$ cat src/hw/rtl/xymag_pkg.sv
`default_nettype none
// ----------------------------------------------------------------------------
// xymag_pkg: shared types and constants
// Field widths, parameter defaults, controller states and the command and
// status groups between controller and datapath.
// ----------------------------------------------------------------------------
package xymag_pkg;

  // fixed result and time field widths
  localparam int MAG_W  = 16;
  localparam int RATE_W = 26;
  localparam int DT_W   = 16;

  // parameter defaults
  localparam int SAMPLE_BITS_DEF    = 16;
  localparam int RATE_FRAC_BITS_DEF = 10;

  // item function codes
  localparam logic FUNC_SAMPLE = 1'b0;
  localparam logic FUNC_CLEAR  = 1'b1;

  // controller states
  typedef enum logic [2:0] {
    ST_IDLE,
    ST_SQX,
    ST_SQY,
    ST_SUM,
    ST_SQRT,
    ST_DIFF,
    ST_DIV,
    ST_UPD
  } state_t;

  // controller to datapath
  typedef struct packed {
    logic load;       // capture input item
    logic sq_x;       // square |x|
    logic sq_y;       // square |y|, keep x^2
    logic sum_init;   // form radicand, start square root
    logic sqrt_step;  // one root bit
    logic diff_init;  // |mag - prev|, start divide
    logic div_step;   // one quotient bit
    logic load_out;   // update state, load result register
  } cmd_t;

  // datapath to controller
  typedef struct packed {
    logic is_clear;   // captured item is a clear
  } sts_t;

endpackage : xymag_pkg
`default_nettype wire

$ cat src/hw/rtl/xy_magnitude_rate_peak_tracker.sv
`default_nettype none
// ----------------------------------------------------------------------------
// xy_magnitude_rate_peak_tracker: XY magnitude, change rate and peak hold
// Flow: a sample item is squared, summed, passed through the bit-serial square
//   root and the bit-serial divider, then committed; a clear goes to the commit.
// One item at a time: in_stall stays high until the result is committed.
// Reset: synchronous, active low; clears peaks and previous magnitude.
// ----------------------------------------------------------------------------
module xy_magnitude_rate_peak_tracker #(
  parameter int SAMPLE_BITS    = xymag_pkg::SAMPLE_BITS_DEF,
  parameter int RATE_FRAC_BITS = xymag_pkg::RATE_FRAC_BITS_DEF
) (
  input  wire logic                           clk,
  input  wire logic                           rst_n,
  input  wire logic                           in_valid,
  output logic                                in_stall,
  input  wire logic                           in_func,
  input  wire logic signed [SAMPLE_BITS-1:0]  in_accel_x,
  input  wire logic signed [SAMPLE_BITS-1:0]  in_accel_y,
  input  wire logic [xymag_pkg::DT_W-1:0]     in_delta_time,
  output logic                                out_valid,
  input  wire logic                           out_stall,
  output logic [xymag_pkg::MAG_W-1:0]         out_magnitude,
  output logic [xymag_pkg::RATE_W-1:0]        out_change_rate,
  output logic [xymag_pkg::MAG_W-1:0]         out_peak_magnitude,
  output logic [xymag_pkg::RATE_W-1:0]        out_peak_rate,
  output logic                                out_new_peak_magnitude,
  output logic                                out_new_peak_rate
);
  import xymag_pkg::*;

  cmd_t cmd;
  sts_t sts;

  // sequencer
  xymag_ctrl #(
    .SAMPLE_BITS    (SAMPLE_BITS),
    .RATE_FRAC_BITS (RATE_FRAC_BITS)
  ) u_ctrl (
    .clk       (clk),
    .rst_n     (rst_n),
    .in_valid  (in_valid),
    .in_stall  (in_stall),
    .out_valid (out_valid),
    .out_stall (out_stall),
    .cmd       (cmd),
    .sts       (sts)
  );

  // arithmetic and tracker state
  xymag_dpath #(
    .SAMPLE_BITS    (SAMPLE_BITS),
    .RATE_FRAC_BITS (RATE_FRAC_BITS)
  ) u_dpath (
    .clk                    (clk),
    .rst_n                  (rst_n),
    .cmd                    (cmd),
    .sts                    (sts),
    .in_func                (in_func),
    .in_accel_x             (in_accel_x),
    .in_accel_y             (in_accel_y),
    .in_delta_time          (in_delta_time),
    .out_magnitude          (out_magnitude),
    .out_change_rate        (out_change_rate),
    .out_peak_magnitude     (out_peak_magnitude),
    .out_peak_rate          (out_peak_rate),
    .out_new_peak_magnitude (out_new_peak_magnitude),
    .out_new_peak_rate      (out_new_peak_rate)
  );

endmodule : xy_magnitude_rate_peak_tracker
`default_nettype wire

$ cat src/hw/rtl/xymag_ctrl.sv
`default_nettype none
// ----------------------------------------------------------------------------
// xymag_ctrl: sequencing controller
// Walks each sample item through square, sum, bit-serial root and bit-serial
// divide, sends a clear straight to the update, and owns the result valid flag.
// ----------------------------------------------------------------------------
module xymag_ctrl #(
  parameter int SAMPLE_BITS    = xymag_pkg::SAMPLE_BITS_DEF,
  parameter int RATE_FRAC_BITS = xymag_pkg::RATE_FRAC_BITS_DEF
) (
  input  wire logic          clk,
  input  wire logic          rst_n,
  input  wire logic          in_valid,
  output logic               in_stall,
  output logic               out_valid,
  input  wire logic          out_stall,
  output xymag_pkg::cmd_t    cmd,
  input  wire xymag_pkg::sts_t sts
);
  import xymag_pkg::*;

  localparam int SQRT_STEPS = SAMPLE_BITS + 1;
  localparam int DIV_STEPS  = MAG_W + RATE_FRAC_BITS;
  localparam int MAX_STEPS  = (SQRT_STEPS > DIV_STEPS) ? SQRT_STEPS : DIV_STEPS;
  localparam int CNT_W      = $clog2(MAX_STEPS);

  state_t             state_r, state_nxt;
  logic [CNT_W-1:0]   cnt_r, cnt_nxt;
  logic               out_valid_r, out_valid_nxt;
  logic               out_free;

  // result slot is free when empty or being taken now
  assign out_free  = !out_valid_r || !out_stall;
  assign out_valid = out_valid_r;
  assign in_stall  = (state_r != ST_IDLE);

  // state, counter and valid registers
  always_ff @(posedge clk) begin
    if (!rst_n) begin
      state_r     <= ST_IDLE;
      cnt_r       <= '0;
      out_valid_r <= 1'b0;
    end else begin
      state_r     <= state_nxt;
      cnt_r       <= cnt_nxt;
      out_valid_r <= out_valid_nxt;
    end
  end

  // next state and commands
  always_comb begin
    state_nxt     = state_r;
    cnt_nxt       = cnt_r;
    cmd           = '0;
    out_valid_nxt = out_valid_r && out_stall;
    case (state_r)
      ST_IDLE: begin
        if (in_valid) begin
          cmd.load  = 1'b1;
          state_nxt = ST_SQX;
        end
      end
      ST_SQX: begin
        if (sts.is_clear) begin
          state_nxt = ST_UPD;
        end else begin
          cmd.sq_x  = 1'b1;
          state_nxt = ST_SQY;
        end
      end
      ST_SQY: begin
        cmd.sq_y  = 1'b1;
        state_nxt = ST_SUM;
      end
      ST_SUM: begin
        cmd.sum_init = 1'b1;
        cnt_nxt      = CNT_W'(SQRT_STEPS - 1);
        state_nxt    = ST_SQRT;
      end
      ST_SQRT: begin
        cmd.sqrt_step = 1'b1;
        if (cnt_r == '0) begin
          state_nxt = ST_DIFF;
        end else begin
          cnt_nxt = cnt_r - CNT_W'(1);
        end
      end
      ST_DIFF: begin
        cmd.diff_init = 1'b1;
        cnt_nxt       = CNT_W'(DIV_STEPS - 1);
        state_nxt     = ST_DIV;
      end
      ST_DIV: begin
        cmd.div_step = 1'b1;
        if (cnt_r == '0) begin
          state_nxt = ST_UPD;
        end else begin
          cnt_nxt = cnt_r - CNT_W'(1);
        end
      end
      ST_UPD: begin
        // wait for the result slot, then commit
        if (out_free) begin
          cmd.load_out  = 1'b1;
          out_valid_nxt = 1'b1;
          state_nxt     = ST_IDLE;
        end
      end
      default: begin
        state_nxt = ST_IDLE;
      end
    endcase
  end

endmodule : xymag_ctrl
`default_nettype wire

$ cat src/hw/rtl/xymag_dpath.sv
`default_nettype none
// ----------------------------------------------------------------------------
// xymag_dpath: magnitude, rate and peak datapath
// Shared squarer, restoring bit-serial square root and divider, tracker
// state and the result register.
// ----------------------------------------------------------------------------
module xymag_dpath #(
  parameter int SAMPLE_BITS    = xymag_pkg::SAMPLE_BITS_DEF,
  parameter int RATE_FRAC_BITS = xymag_pkg::RATE_FRAC_BITS_DEF
) (
  input  wire logic                           clk,
  input  wire logic                           rst_n,
  input  wire xymag_pkg::cmd_t                cmd,
  output xymag_pkg::sts_t                     sts,
  input  wire logic                           in_func,
  input  wire logic signed [SAMPLE_BITS-1:0]  in_accel_x,
  input  wire logic signed [SAMPLE_BITS-1:0]  in_accel_y,
  input  wire logic [xymag_pkg::DT_W-1:0]     in_delta_time,
  output logic [xymag_pkg::MAG_W-1:0]         out_magnitude,
  output logic [xymag_pkg::RATE_W-1:0]        out_change_rate,
  output logic [xymag_pkg::MAG_W-1:0]         out_peak_magnitude,
  output logic [xymag_pkg::RATE_W-1:0]        out_peak_rate,
  output logic                                out_new_peak_magnitude,
  output logic                                out_new_peak_rate
);
  import xymag_pkg::*;

  localparam int SB    = SAMPLE_BITS;
  localparam int PW    = 2 * SB;          // square width
  localparam int ROOTW = SB + 1;          // root width
  localparam int RADW  = 2 * ROOTW;       // radicand width
  localparam int REMW  = SB + 4;          // root remainder width
  localparam int DVW   = MAG_W + RATE_FRAC_BITS;  // dividend width

  // captured item
  logic              func_r;
  logic [SB-1:0]     ax_r, ay_r;
  logic [DT_W-1:0]   dt_r;

  // arithmetic registers
  logic [PW-1:0]     prod_r, sumsq_r;
  logic [RADW-1:0]   rad_r;
  logic [REMW-1:0]   rem_r;
  logic [ROOTW-1:0]  root_r;
  logic [MAG_W-1:0]  mag_r;
  logic [DVW-1:0]    dvd_r;
  logic [DT_W-1:0]   drem_r;

  // tracker state
  logic              prev_valid_r;
  logic [MAG_W-1:0]  prev_mag_r;
  logic [MAG_W-1:0]  peak_mag_r;
  logic [RATE_W-1:0] peak_rate_r;

  // combinational helpers
  logic [SB-1:0]     ax_abs, ay_abs, mul_a;
  logic [PW:0]       sum_w;
  logic [REMW-1:0]   rem_sh, trial;
  logic              root_bit;
  logic [MAG_W-1:0]  mag_w, diff_w;
  logic [DT_W:0]     drem_sh;
  logic              q_bit;
  logic [RATE_W-1:0] rate_w;
  logic              up_mag, up_rate;

  assign sts.is_clear = (func_r == FUNC_CLEAR);

  // absolute values and shared squarer operand
  assign ax_abs = ax_r[SB-1] ? SB'(~ax_r + SB'(1)) : ax_r;
  assign ay_abs = ay_r[SB-1] ? SB'(~ay_r + SB'(1)) : ay_r;
  assign mul_a  = cmd.sq_y ? ay_abs : ax_abs;
  assign sum_w  = {1'b0, sumsq_r} + {1'b0, prod_r};

  // root step: bring down two radicand bits, try (root << 2) | 1
  assign rem_sh   = {rem_r[REMW-3:0], rad_r[RADW-1 -: 2]};
  assign trial    = REMW'({root_r, 2'b01});
  assign root_bit = (rem_sh >= trial);

  // magnitude from the finished root and its change from the previous one
  assign mag_w  = MAG_W'(root_r);
  assign diff_w = (mag_w >= prev_mag_r) ? (mag_w - prev_mag_r) : (prev_mag_r - mag_w);

  // divide step: bring down one dividend bit
  assign drem_sh = {drem_r, dvd_r[DVW-1]};
  assign q_bit   = (drem_sh >= {1'b0, dt_r});

  // rate is zero without a previous magnitude or with zero elapsed time
  assign rate_w  = (prev_valid_r && (dt_r != '0)) ? RATE_W'(dvd_r) : '0;
  assign up_mag  = (mag_r > peak_mag_r);
  assign up_rate = (rate_w > peak_rate_r);

  // item capture and arithmetic
  always_ff @(posedge clk) begin
    if (cmd.load) begin
      func_r <= in_func;
      ax_r   <= in_accel_x;
      ay_r   <= in_accel_y;
      dt_r   <= in_delta_time;
    end
    if (cmd.sq_x || cmd.sq_y) begin
      prod_r <= PW'(mul_a) * PW'(mul_a);
    end
    if (cmd.sq_y) begin
      sumsq_r <= prod_r;
    end
    if (cmd.sum_init) begin
      rad_r  <= RADW'(sum_w);
      rem_r  <= '0;
      root_r <= '0;
    end
    if (cmd.sqrt_step) begin
      rad_r  <= {rad_r[RADW-3:0], 2'b00};
      rem_r  <= root_bit ? (rem_sh - trial) : rem_sh;
      root_r <= {root_r[ROOTW-2:0], root_bit};
    end
    if (cmd.diff_init) begin
      mag_r  <= mag_w;
      dvd_r  <= DVW'(diff_w) << RATE_FRAC_BITS;
      drem_r <= '0;
    end
    if (cmd.div_step) begin
      drem_r <= q_bit ? DT_W'(drem_sh - {1'b0, dt_r}) : DT_W'(drem_sh);
      dvd_r  <= {dvd_r[DVW-2:0], q_bit};
    end
  end

  // tracker state
  always_ff @(posedge clk) begin
    if (!rst_n) begin
      prev_valid_r <= 1'b0;
      prev_mag_r   <= '0;
      peak_mag_r   <= '0;
      peak_rate_r  <= '0;
    end else if (cmd.load_out) begin
      if (sts.is_clear) begin
        prev_valid_r <= 1'b0;
        prev_mag_r   <= '0;
        peak_mag_r   <= '0;
        peak_rate_r  <= '0;
      end else begin
        prev_valid_r <= 1'b1;
        prev_mag_r   <= mag_r;
        if (up_mag) begin
          peak_mag_r <= mag_r;
        end
        if (up_rate) begin
          peak_rate_r <= rate_w;
        end
      end
    end
  end

  // result register
  always_ff @(posedge clk) begin
    if (cmd.load_out) begin
      if (sts.is_clear) begin
        out_magnitude          <= '0;
        out_change_rate        <= '0;
        out_peak_magnitude     <= '0;
        out_peak_rate          <= '0;
        out_new_peak_magnitude <= 1'b0;
        out_new_peak_rate      <= 1'b0;
      end else begin
        out_magnitude          <= mag_r;
        out_change_rate        <= rate_w;
        out_peak_magnitude     <= up_mag ? mag_r : peak_mag_r;
        out_peak_rate          <= up_rate ? rate_w : peak_rate_r;
        out_new_peak_magnitude <= up_mag;
        out_new_peak_rate      <= up_rate;
      end
    end
  end

endmodule : xymag_dpath
`default_nettype wire
$ cat config.mk
export PLATFORM = sky130hd
export DESIGN_NAME = xy_magnitude_rate_peak_tracker
export DESIGN_NICKNAME = d
export VERILOG_FILES = /design/src/hw/rtl/xymag_pkg.sv /design/src/hw/rtl/xy_magnitude_rate_peak_tracker.sv /design/src/hw/rtl/xymag_ctrl.sv /design/src/hw/rtl/xymag_dpath.sv
export SDC_FILE = /design/constraint.sdc
export NUM_CORES = 1
export LEC_CHECK = 0
export ABC_AREA = 1
export BUFFER_PORTS_ARGS = -buffer_cell sky130_fd_sc_hd__buf_4
export CAP_MARGIN = 0
export CORE_UTILIZATION = 35
export DETAILED_ROUTE_END_ITERATION = 7
export GPL_TIMING_DRIVEN = 0
export PLACE_DENSITY_LB_ADDON = 0.1
export SKIP_CTS_REPAIR_TIMING = 1
export SLEW_MARGIN = 10
export SYNTH_ARGS = -nofsm -noshare
export SYNTH_HDL_FRONTEND = slang
export SYNTH_SLANG_ARGS = --single-unit
$ cat constraint.sdc
create_clock -name clk -period 8.91 [get_ports clk]
set_input_delay 0.4455 -clock clk [delete_from_list [all_inputs] [get_ports clk]]
set_output_delay 0.4455 -clock clk [all_outputs]
set_load 0.02 [all_outputs]
==> results of run 1 <==
-- routing by layer --
layer	vias up	part of all wire [%]	GRT usage (%)
met5	-	0	0
met4	0	1.8	3.989
met3	79	3.8	1.878
met2	414	49	32.48
met1	10890	45	23.96
li1	11730	-	-
-- layout make-up --
type | count | share of cell area (%)
multi-input combinational | 2359 | 46.80
sequential | 392 | 32.51
inverter | 664 | 7.335
tap | 1134 | 4.167
clock buffer | 67 | 3.888
timing repair buffer | 144 | 3.344
buffer | 81 | 1.352
clock inverter | 21 | 0.6027
-- placed cells by master (no fill, tap or decap), drive strengths merged, types with 2 or more instances in the layout --
cell	n
nand3b	11
o21a	10
buf	189
nor4	4
a21oi	260
nand2	669
or2	3
xor2	48
a21boi	5
a21o	13
xnor2	30
dfxtp	70
edfxtp	322
nand3	198
nor3	32
clkinv	16
a31oi	6
clkinvlp	2
a32o	3
clkbuf	103
o21bai	18
fa	168
bufinv	3
o31ai	3
o21ai	232
o211ai	6
nand4	31
nor2	339
ha	245
a211oi	5
inv	664
conb	11
-- stage by stage --
step,util [%],instances,setup WS (ns),instance area [um2],hold slack [ns]
after floorplan,-,3496,2.298,29940,0.4307
after global placement,38.54,4770,0.8837,32410,0.4455
after detailed placement,38.67,4774,0.8926,32520,0.4417
after CTS,40.49,4862,0.9199,34050,0.01772
after global routing,40.49,4862,0.4547,34050,0.02249
final,40.49,4862,0.9986,34050,0.05624
-- cell families after synthesis --
group,after synthesis,share of synthesized area (%)
buffers and inverters,745,9.878
adder cells (fa/ha/maj),413,21.50
AO/OA/AOI/OAI,566,10.54
flip-flops,392,37.02
XOR/XNOR,78,2.284
other,2,0.02511
AND/OR/NAND/NOR,1291,18.75
-- critical path: cells and delay by family (launching register included) --
kind,cells,cell delay [ns]
adder cells (fa/ha/maj),8,3.63
AND/OR/NAND/NOR,9,1.34
flip-flops,1,0.32
AO/OA/AOI/OAI,3,0.69
buffers and inverters,9,1.69
-- state kept, by name, summed over array words and instances, names as in the netlist, 3 cells and up --
| name | cells |
|---|---|
| u_dpath.root_r | 17 |
| u_dpath.peak_rate_r | 26 |
| u_dpath.prod_r | 31 |
| u_ctrl.cnt_r | 5 |
| u_dpath.rad_r | 34 |
| u_ctrl.state_r | 3 |
| u_dpath.drem_r | 16 |
| u_dpath.prev_mag_r | 16 |
| u_dpath.dt_r | 16 |
| u_dpath.out_peak_magnitude | 16 |
| u_dpath.out_change_rate | 26 |
| u_dpath.peak_mag_r | 16 |
| u_dpath.dvd_r | 26 |
| u_dpath.ax_r | 16 |
| u_dpath.ay_r | 16 |
| u_dpath.mag_r | 16 |
| u_dpath.out_magnitude | 16 |
| u_dpath.out_peak_rate | 26 |
| u_dpath.sumsq_r | 31 |
| u_dpath.rem_r | 18 |
-- final timing paths --
path	cells past startpoint	slack, ns	to	start
min	1	0.06	u_dpath.ay_r[10]	in_accel_y[10]
min reg2reg	0	0.45	u_dpath.sumsq_r[0]	u_dpath.prod_r[0]
max	29	1.0	u_dpath.prod_r[31]	u_ctrl.state_r[0]
max reg2reg	29	1.0	u_dpath.prod_r[31]	u_ctrl.state_r[0]
==> out/qor.txt, run 1 <==
status -> complete, no violations
vias per std cell -> 4.754
clock transition at the registers of the reported paths -> 0.06 ns
Post-Synthesis Cell Area -> 29900 um2
initial antenna violation count -> 1
Post-synth top flop -> edfxtp_1
Total Wirelength -> 78090 um
RSZ-0062 raised after global routing -> no
grt total ovfl -> 0
htree depth -> 2
worst clock skew -> 0.03537 ns
GPL Wtd Cong -> 0.8934
CP peak stage delay -> 0.81 ns
row cnt -> 106
I/O Buffers -> 140
starting density of the core -> 35.56%
Final period util -> 88.79%
clock buffer depth -> 3
clock period minus worst slack -> 7.911 ns
area leader, netlist -> edfxtp_1
Most common cell on crit path -> inv_1
number of max-cap violations -> 0
die width -> 294.3 um
Routed Antenna Nets -> 0
hpwl dp -> 63220 um
flops & latches, synth -> 392
Critical Path Fanout Max -> 40
Arrival @ worst endpoint -> 8.24 ns
Residual DRC -> 0
commonest cells in the netlist -> inv_1 (647), nand2_1 (626), edfxtp_1 (322), nor2_1 (321), ha_1 (245)
Worst setup SP type -> flop
endpoints failing setup -> 0
nets -> 4155
core area -> 84090 um2
number of diodes -> 0
First DRT Iteration DRCs -> 1195
post-synthesis cell type count -> 63
Yosys top cell area share -> 32.33%
Setup TNS -> 0 ns
Syn Inst Count -> 3487
Total GRT Usage -> 18.33%
# IOs -> 141
total CTS buffers -> 47
most frequent cell after synthesis -> inv_1
vias in the first global route -> 23170
Synthesis Warnings -> 0
mean post-synth cell area -> 8.576 um2
actual transition at the worst max-transition pin -> 0.9817 ns
CP endpoint kind -> flop
wire per inst -> 16.06 um
Min-Delay Path Class -> in2reg
Multi-input gate area -> 15930 um2
Pre-Repair DR Iteration Count -> 5
CTS tree -> yes
first-pass GRT wire length -> 125400 um
Hold Vio Cnt, Final -> 0
final slew viol count -> 0
f_max -> 0.1264 GHz
Vias -> 23110
CTS root buf -> clkbuf_16
Post-synth EDFFs -> 322
Post-synth ARST share -> 0%
clk sink count -> 392
Critical-path top delay cell -> buf_2
Clk Latency, worst-skew pair -> 0.59 ns
Area Overhead vs Synth -> 13.86%
Crit Path Category -> reg2reg
filler cell count -> 8758
layout cells sized above 1 -> 10.43%
Die Ht -> 294.3 um
Die ar. -> 86620 um2
Crit path required time -> 9.24 ns
Seq/Total Area, Yosys -> 37.02%
Reg area -> 11070 um2
Synth area leaders -> edfxtp_1 (32%), fa_1 (11%), ha_1 (10%), inv_1 (8.1%), nand2_1 (7.9%)
largest net degree at the start of global routing -> 51
Slew Limit Headroom -> 34.55%
Power of run 1 is left out: the tool's default activity adds up to more than one toggle a clock period on the data nets, which glitch-free logic cannot reach.
==> run 2, diff against run 1 <==
- ABC_AREA: 1 -> unset
- SETUP_SLACK_MARGIN: unset -> 0.4
==> run 2 against run 1 <==
  * Synthesized cell count shrank 20%
  * Largest cell class unchanged
  * Critical endpoint is now u_dpath.prod_r[29]
  * Highest routed layer unchanged
  * Cell area shrank 5.3%
  * Final cell count shrank 16%
  * Register-to-register slack lost 0.21 ns
==> out/qor.txt, run 2 <==
status -> complete, no violations
post-synthesis cell type count -> 82 (+30%)
Residual DRC -> 0 (unchanged)
die width -> 285.3 um (-3.1%)
Most common cell on crit path -> fa_1
Final period util -> 91.16% (+2.4 points)
CP peak stage delay -> 0.56 ns (-0.25 ns)
largest family of logic cells by synthesized area -> adder cells
Area Overhead vs Synth -> 14.84%
endpoints failing setup -> 0 (unchanged)
Post-synth top flop -> edfxtp_1
commonest non-fill, non-tap cell in the layout -> inv_1
grt total ovfl -> 0 (unchanged)
Crit Path Category -> reg2reg
final slew viol count -> 0 (unchanged)
Pre-Repair DR Iteration Count -> 5 (unchanged)
Routed Antenna Nets -> 0 (unchanged)
Synth area leaders -> edfxtp_1 (34%), fa_1 (12%), ha_1 (11%), inv_1 (5.4%), dfxtp_1 (5.0%)
Crit path required time -> 9.22 ns (-0.02 ns)
vias in the first global route -> 21560 (-6.9%)
final hold slack -> 0.03861 ns (-0.01763 ns)
wire per inst -> 17.48 um (+8.8%)
layout cells sized above 1 -> 9.809% (-0.63 points)
Reg area -> 11070 um2 (unchanged)
Largest regs -> u_dpath.rad_r: 34 flops, u_dpath.prod_r: 31 flops, u_dpath.sumsq_r: 31 flops
clock transition at the registers of the reported paths -> 0.05 ns (about the same)
hpwl dp -> 56540 um (-11%)
core area -> 79130 um2 (-5.9%)
number of diodes -> 0 (unchanged)
utilization after layout -> 40.76% (+0.26 points)
Clk Latency, worst-skew pair -> 0.59 ns (about the same)
multiplexer area fraction after synthesis -> 2.468% (+2.5 points)
CTS tree -> yes
flops & latches, synth -> 392 (unchanged)
Hold Path Origin -> in_delta_time[13]
R2R Path Start -> u_dpath.ay_r[8]
initial antenna violation count -> 0 (-1)
Die Ht -> 285.3 um (-3.1%)
max FFs per register -> 34 (unchanged)
post-synthesis xor/xnor area fraction -> 3.930% (+1.6 points)
actual transition at the worst max-transition pin -> 1.105 ns (+0.1233 ns)
clk sink count -> 392 (unchanged)
post-synthesis compound-gate area fraction -> 11.42% (+0.87 points)
Post-Synthesis Cell Area -> 28080 um2 (-6.1%)
Arrival @ worst endpoint -> 8.43 ns (+0.19 ns)
Worst R2R End -> u_dpath.prod_r[29]
f_max -> 0.1231 GHz (-2.6%)
First DRT Iteration DRCs -> 994 (-17%)
Seq/Total Area, Yosys -> 39.42% (+2.4 points)
clock buffer depth -> 3 (unchanged)
Worst Hold End -> u_dpath.dt_r[13]
clock period minus worst slack -> 8.122 ns (+0.2111 ns)
htree depth -> 2 (unchanged)
Critical-path top delay cell -> or4_1
Die ar. -> 81370 um2 (-6.1%)
commonest cells in the netlist -> inv_1 (404), edfxtp_1 (322), nor2_1 (280), ha_1 (245), nand2_1 (221)
Hold Vio Cnt, Final -> 0 (unchanged)
Slew Limit Headroom -> 25.36% (-9.2 points)
Min-Delay Path Class -> in2reg
# IOs -> 141 (unchanged)
Yosys top cell area share -> 34.43% (+2.1 points)
mean post-synth cell area -> 10.08 um2 (+18%)
number of max-cap violations -> 0 (unchanged)
row cnt -> 103 (-2.8%)
Min-Delay Path Depth -> 1 (unchanged)
Total GRT Usage -> 17.74% (-0.59 points)
Total Wirelength -> 71460 um (-8.5%)
R2R setup slack -> 0.79 ns (-0.21 ns)
Syn Inst Count -> 2786 (-20%)
Post-synth EDFFs -> 322 (unchanged)
worst clock skew -> 0.02407 ns (-0.01130 ns)
most frequent cell after synthesis -> inv_1
Vias -> 20490 (-11%)
CP endpoint kind -> flop
area leader, netlist -> edfxtp_1
Synthesis Warnings -> 0 (unchanged)
nets -> 3467 (-17%)
Post-synth ARST share -> 0% (unchanged)
I/O Buffers -> 139 (-0.71%)
reg2reg path depth -> 28 (-3.4%)
first-pass GRT wire length -> 115600 um (-7.8%)
Worst setup SP type -> flop
filler cell count -> 7894 (-9.9%)
largest net degree at the start of global routing -> 53 (+3.9%)
Multi-input gate area -> 15170 um2 (-4.8%)
GPL Wtd Cong -> 0.8787 (-1.6%)
RSZ-0062 raised after global routing -> no
post-synthesis simple-gate area fraction -> 12.82% (-5.9 points)
Critical Path Fanout Max -> 10 (-75%)
starting density of the core -> 35.49% (-0.076 points)
CTS root buf -> clkbuf_16
total CTS buffers -> 46 (-2.1%)
post-synthesis adder-cell area fraction -> 22.89% (+1.4 points)
most frequent cells in the layout -> inv_1 (403), edfxtp_1 (322), nor2_1 (278)
vias per std cell -> 5.012 (+5.4%)
Top reg by flops -> u_dpath.rad_r
[run 2: changes by cell type after synthesis, moves of 51 or more]
cell      before  now
a21oi_1      241  127
inv_1        647  404
mux2i_1        0   67
nand2_1      626  221
clkbuf_1      33   84
o21ai_0      194   89
nand3_1      185   69
[run 2: critical path, delay by kind of cell, from the launching register on]
family,cells,cell delay [ns]
xor gates and xnor gates,2,0.29
buffers and inverters,5,0.43
adders and majority gates,7,3.28
DFF,1,0.43
and+or+nand+nor,6,1.53
AOI/OAI and AO/OA,8,1.88
[run 2: cell type report]
cell class	count	share of cell area (%)
inverters	410	4.819
multi-input cells	1887	47.04
clock inverters	18	0.3880
clock buffers	67	3.969
well taps	1050	4.074
flip-flops and latches	392	34.33
repair buffers	158	3.981
plain buffers	106	1.404
[run 2: how the worst max path moves through the flow]
| stage | from | cells past startpoint | end |
|---|---|---|---|
| 2_1_floorplan | u_ctrl.state_r[0] | 32 | u_dpath.prod_r[29] |
| 3_3_place_gp | u_ctrl.state_r[0] | 29 | u_dpath.prod_r[28] |
| 3_5_place_dp | u_dpath.ay_r[6] | 28 | u_dpath.prod_r[28] |
| 4_1_cts | u_dpath.ay_r[6] | 28 | u_dpath.prod_r[28] |
| 5_1_grt | u_dpath.ay_r[0] | 31 | u_dpath.prod_r[29] |
| 6_report | u_dpath.ay_r[8] | 28 | u_dpath.prod_r[29] |
[run 2: through the flow]
step	cell area, um2	instances	TNS [ns]	worst slack, ns
4_1_cts	32050	4075	-0.3511	-0.1642
5_1_grt	32250	4088	0	0.3678
3_3_place_gp	30470	3984	-12.46	-1.154
6_report	32250	4088	0	0.7875
2_1_floorplan	28120	2795	0	0.8698
3_5_place_dp	30640	3990	-0.2157	-0.1185
[run 2: layer usage]
layer | vias up | share of wire, % | GRT usage (%)
met2 | 340 | 51 | 32.43
met5 | - | 0 | 0
li1 | 9977 | - | -
met3 | 117 | 2.9 | 1.840
met1 | 10050 | 43 | 21.44
met4 | 0 | 3.3 | 6.377
[run 2: cell families after synthesis]
kind of cell	count (synthesis)
AND/OR/NAND/NOR	786
buffers and inverters	516
AO/OA/AOI/OAI	482
adder cells (fa/ha/maj)	413
flip-flops	392
XOR/XNOR	126
multiplexers	69
other	2
Power of run 2 is left out for the same reason.
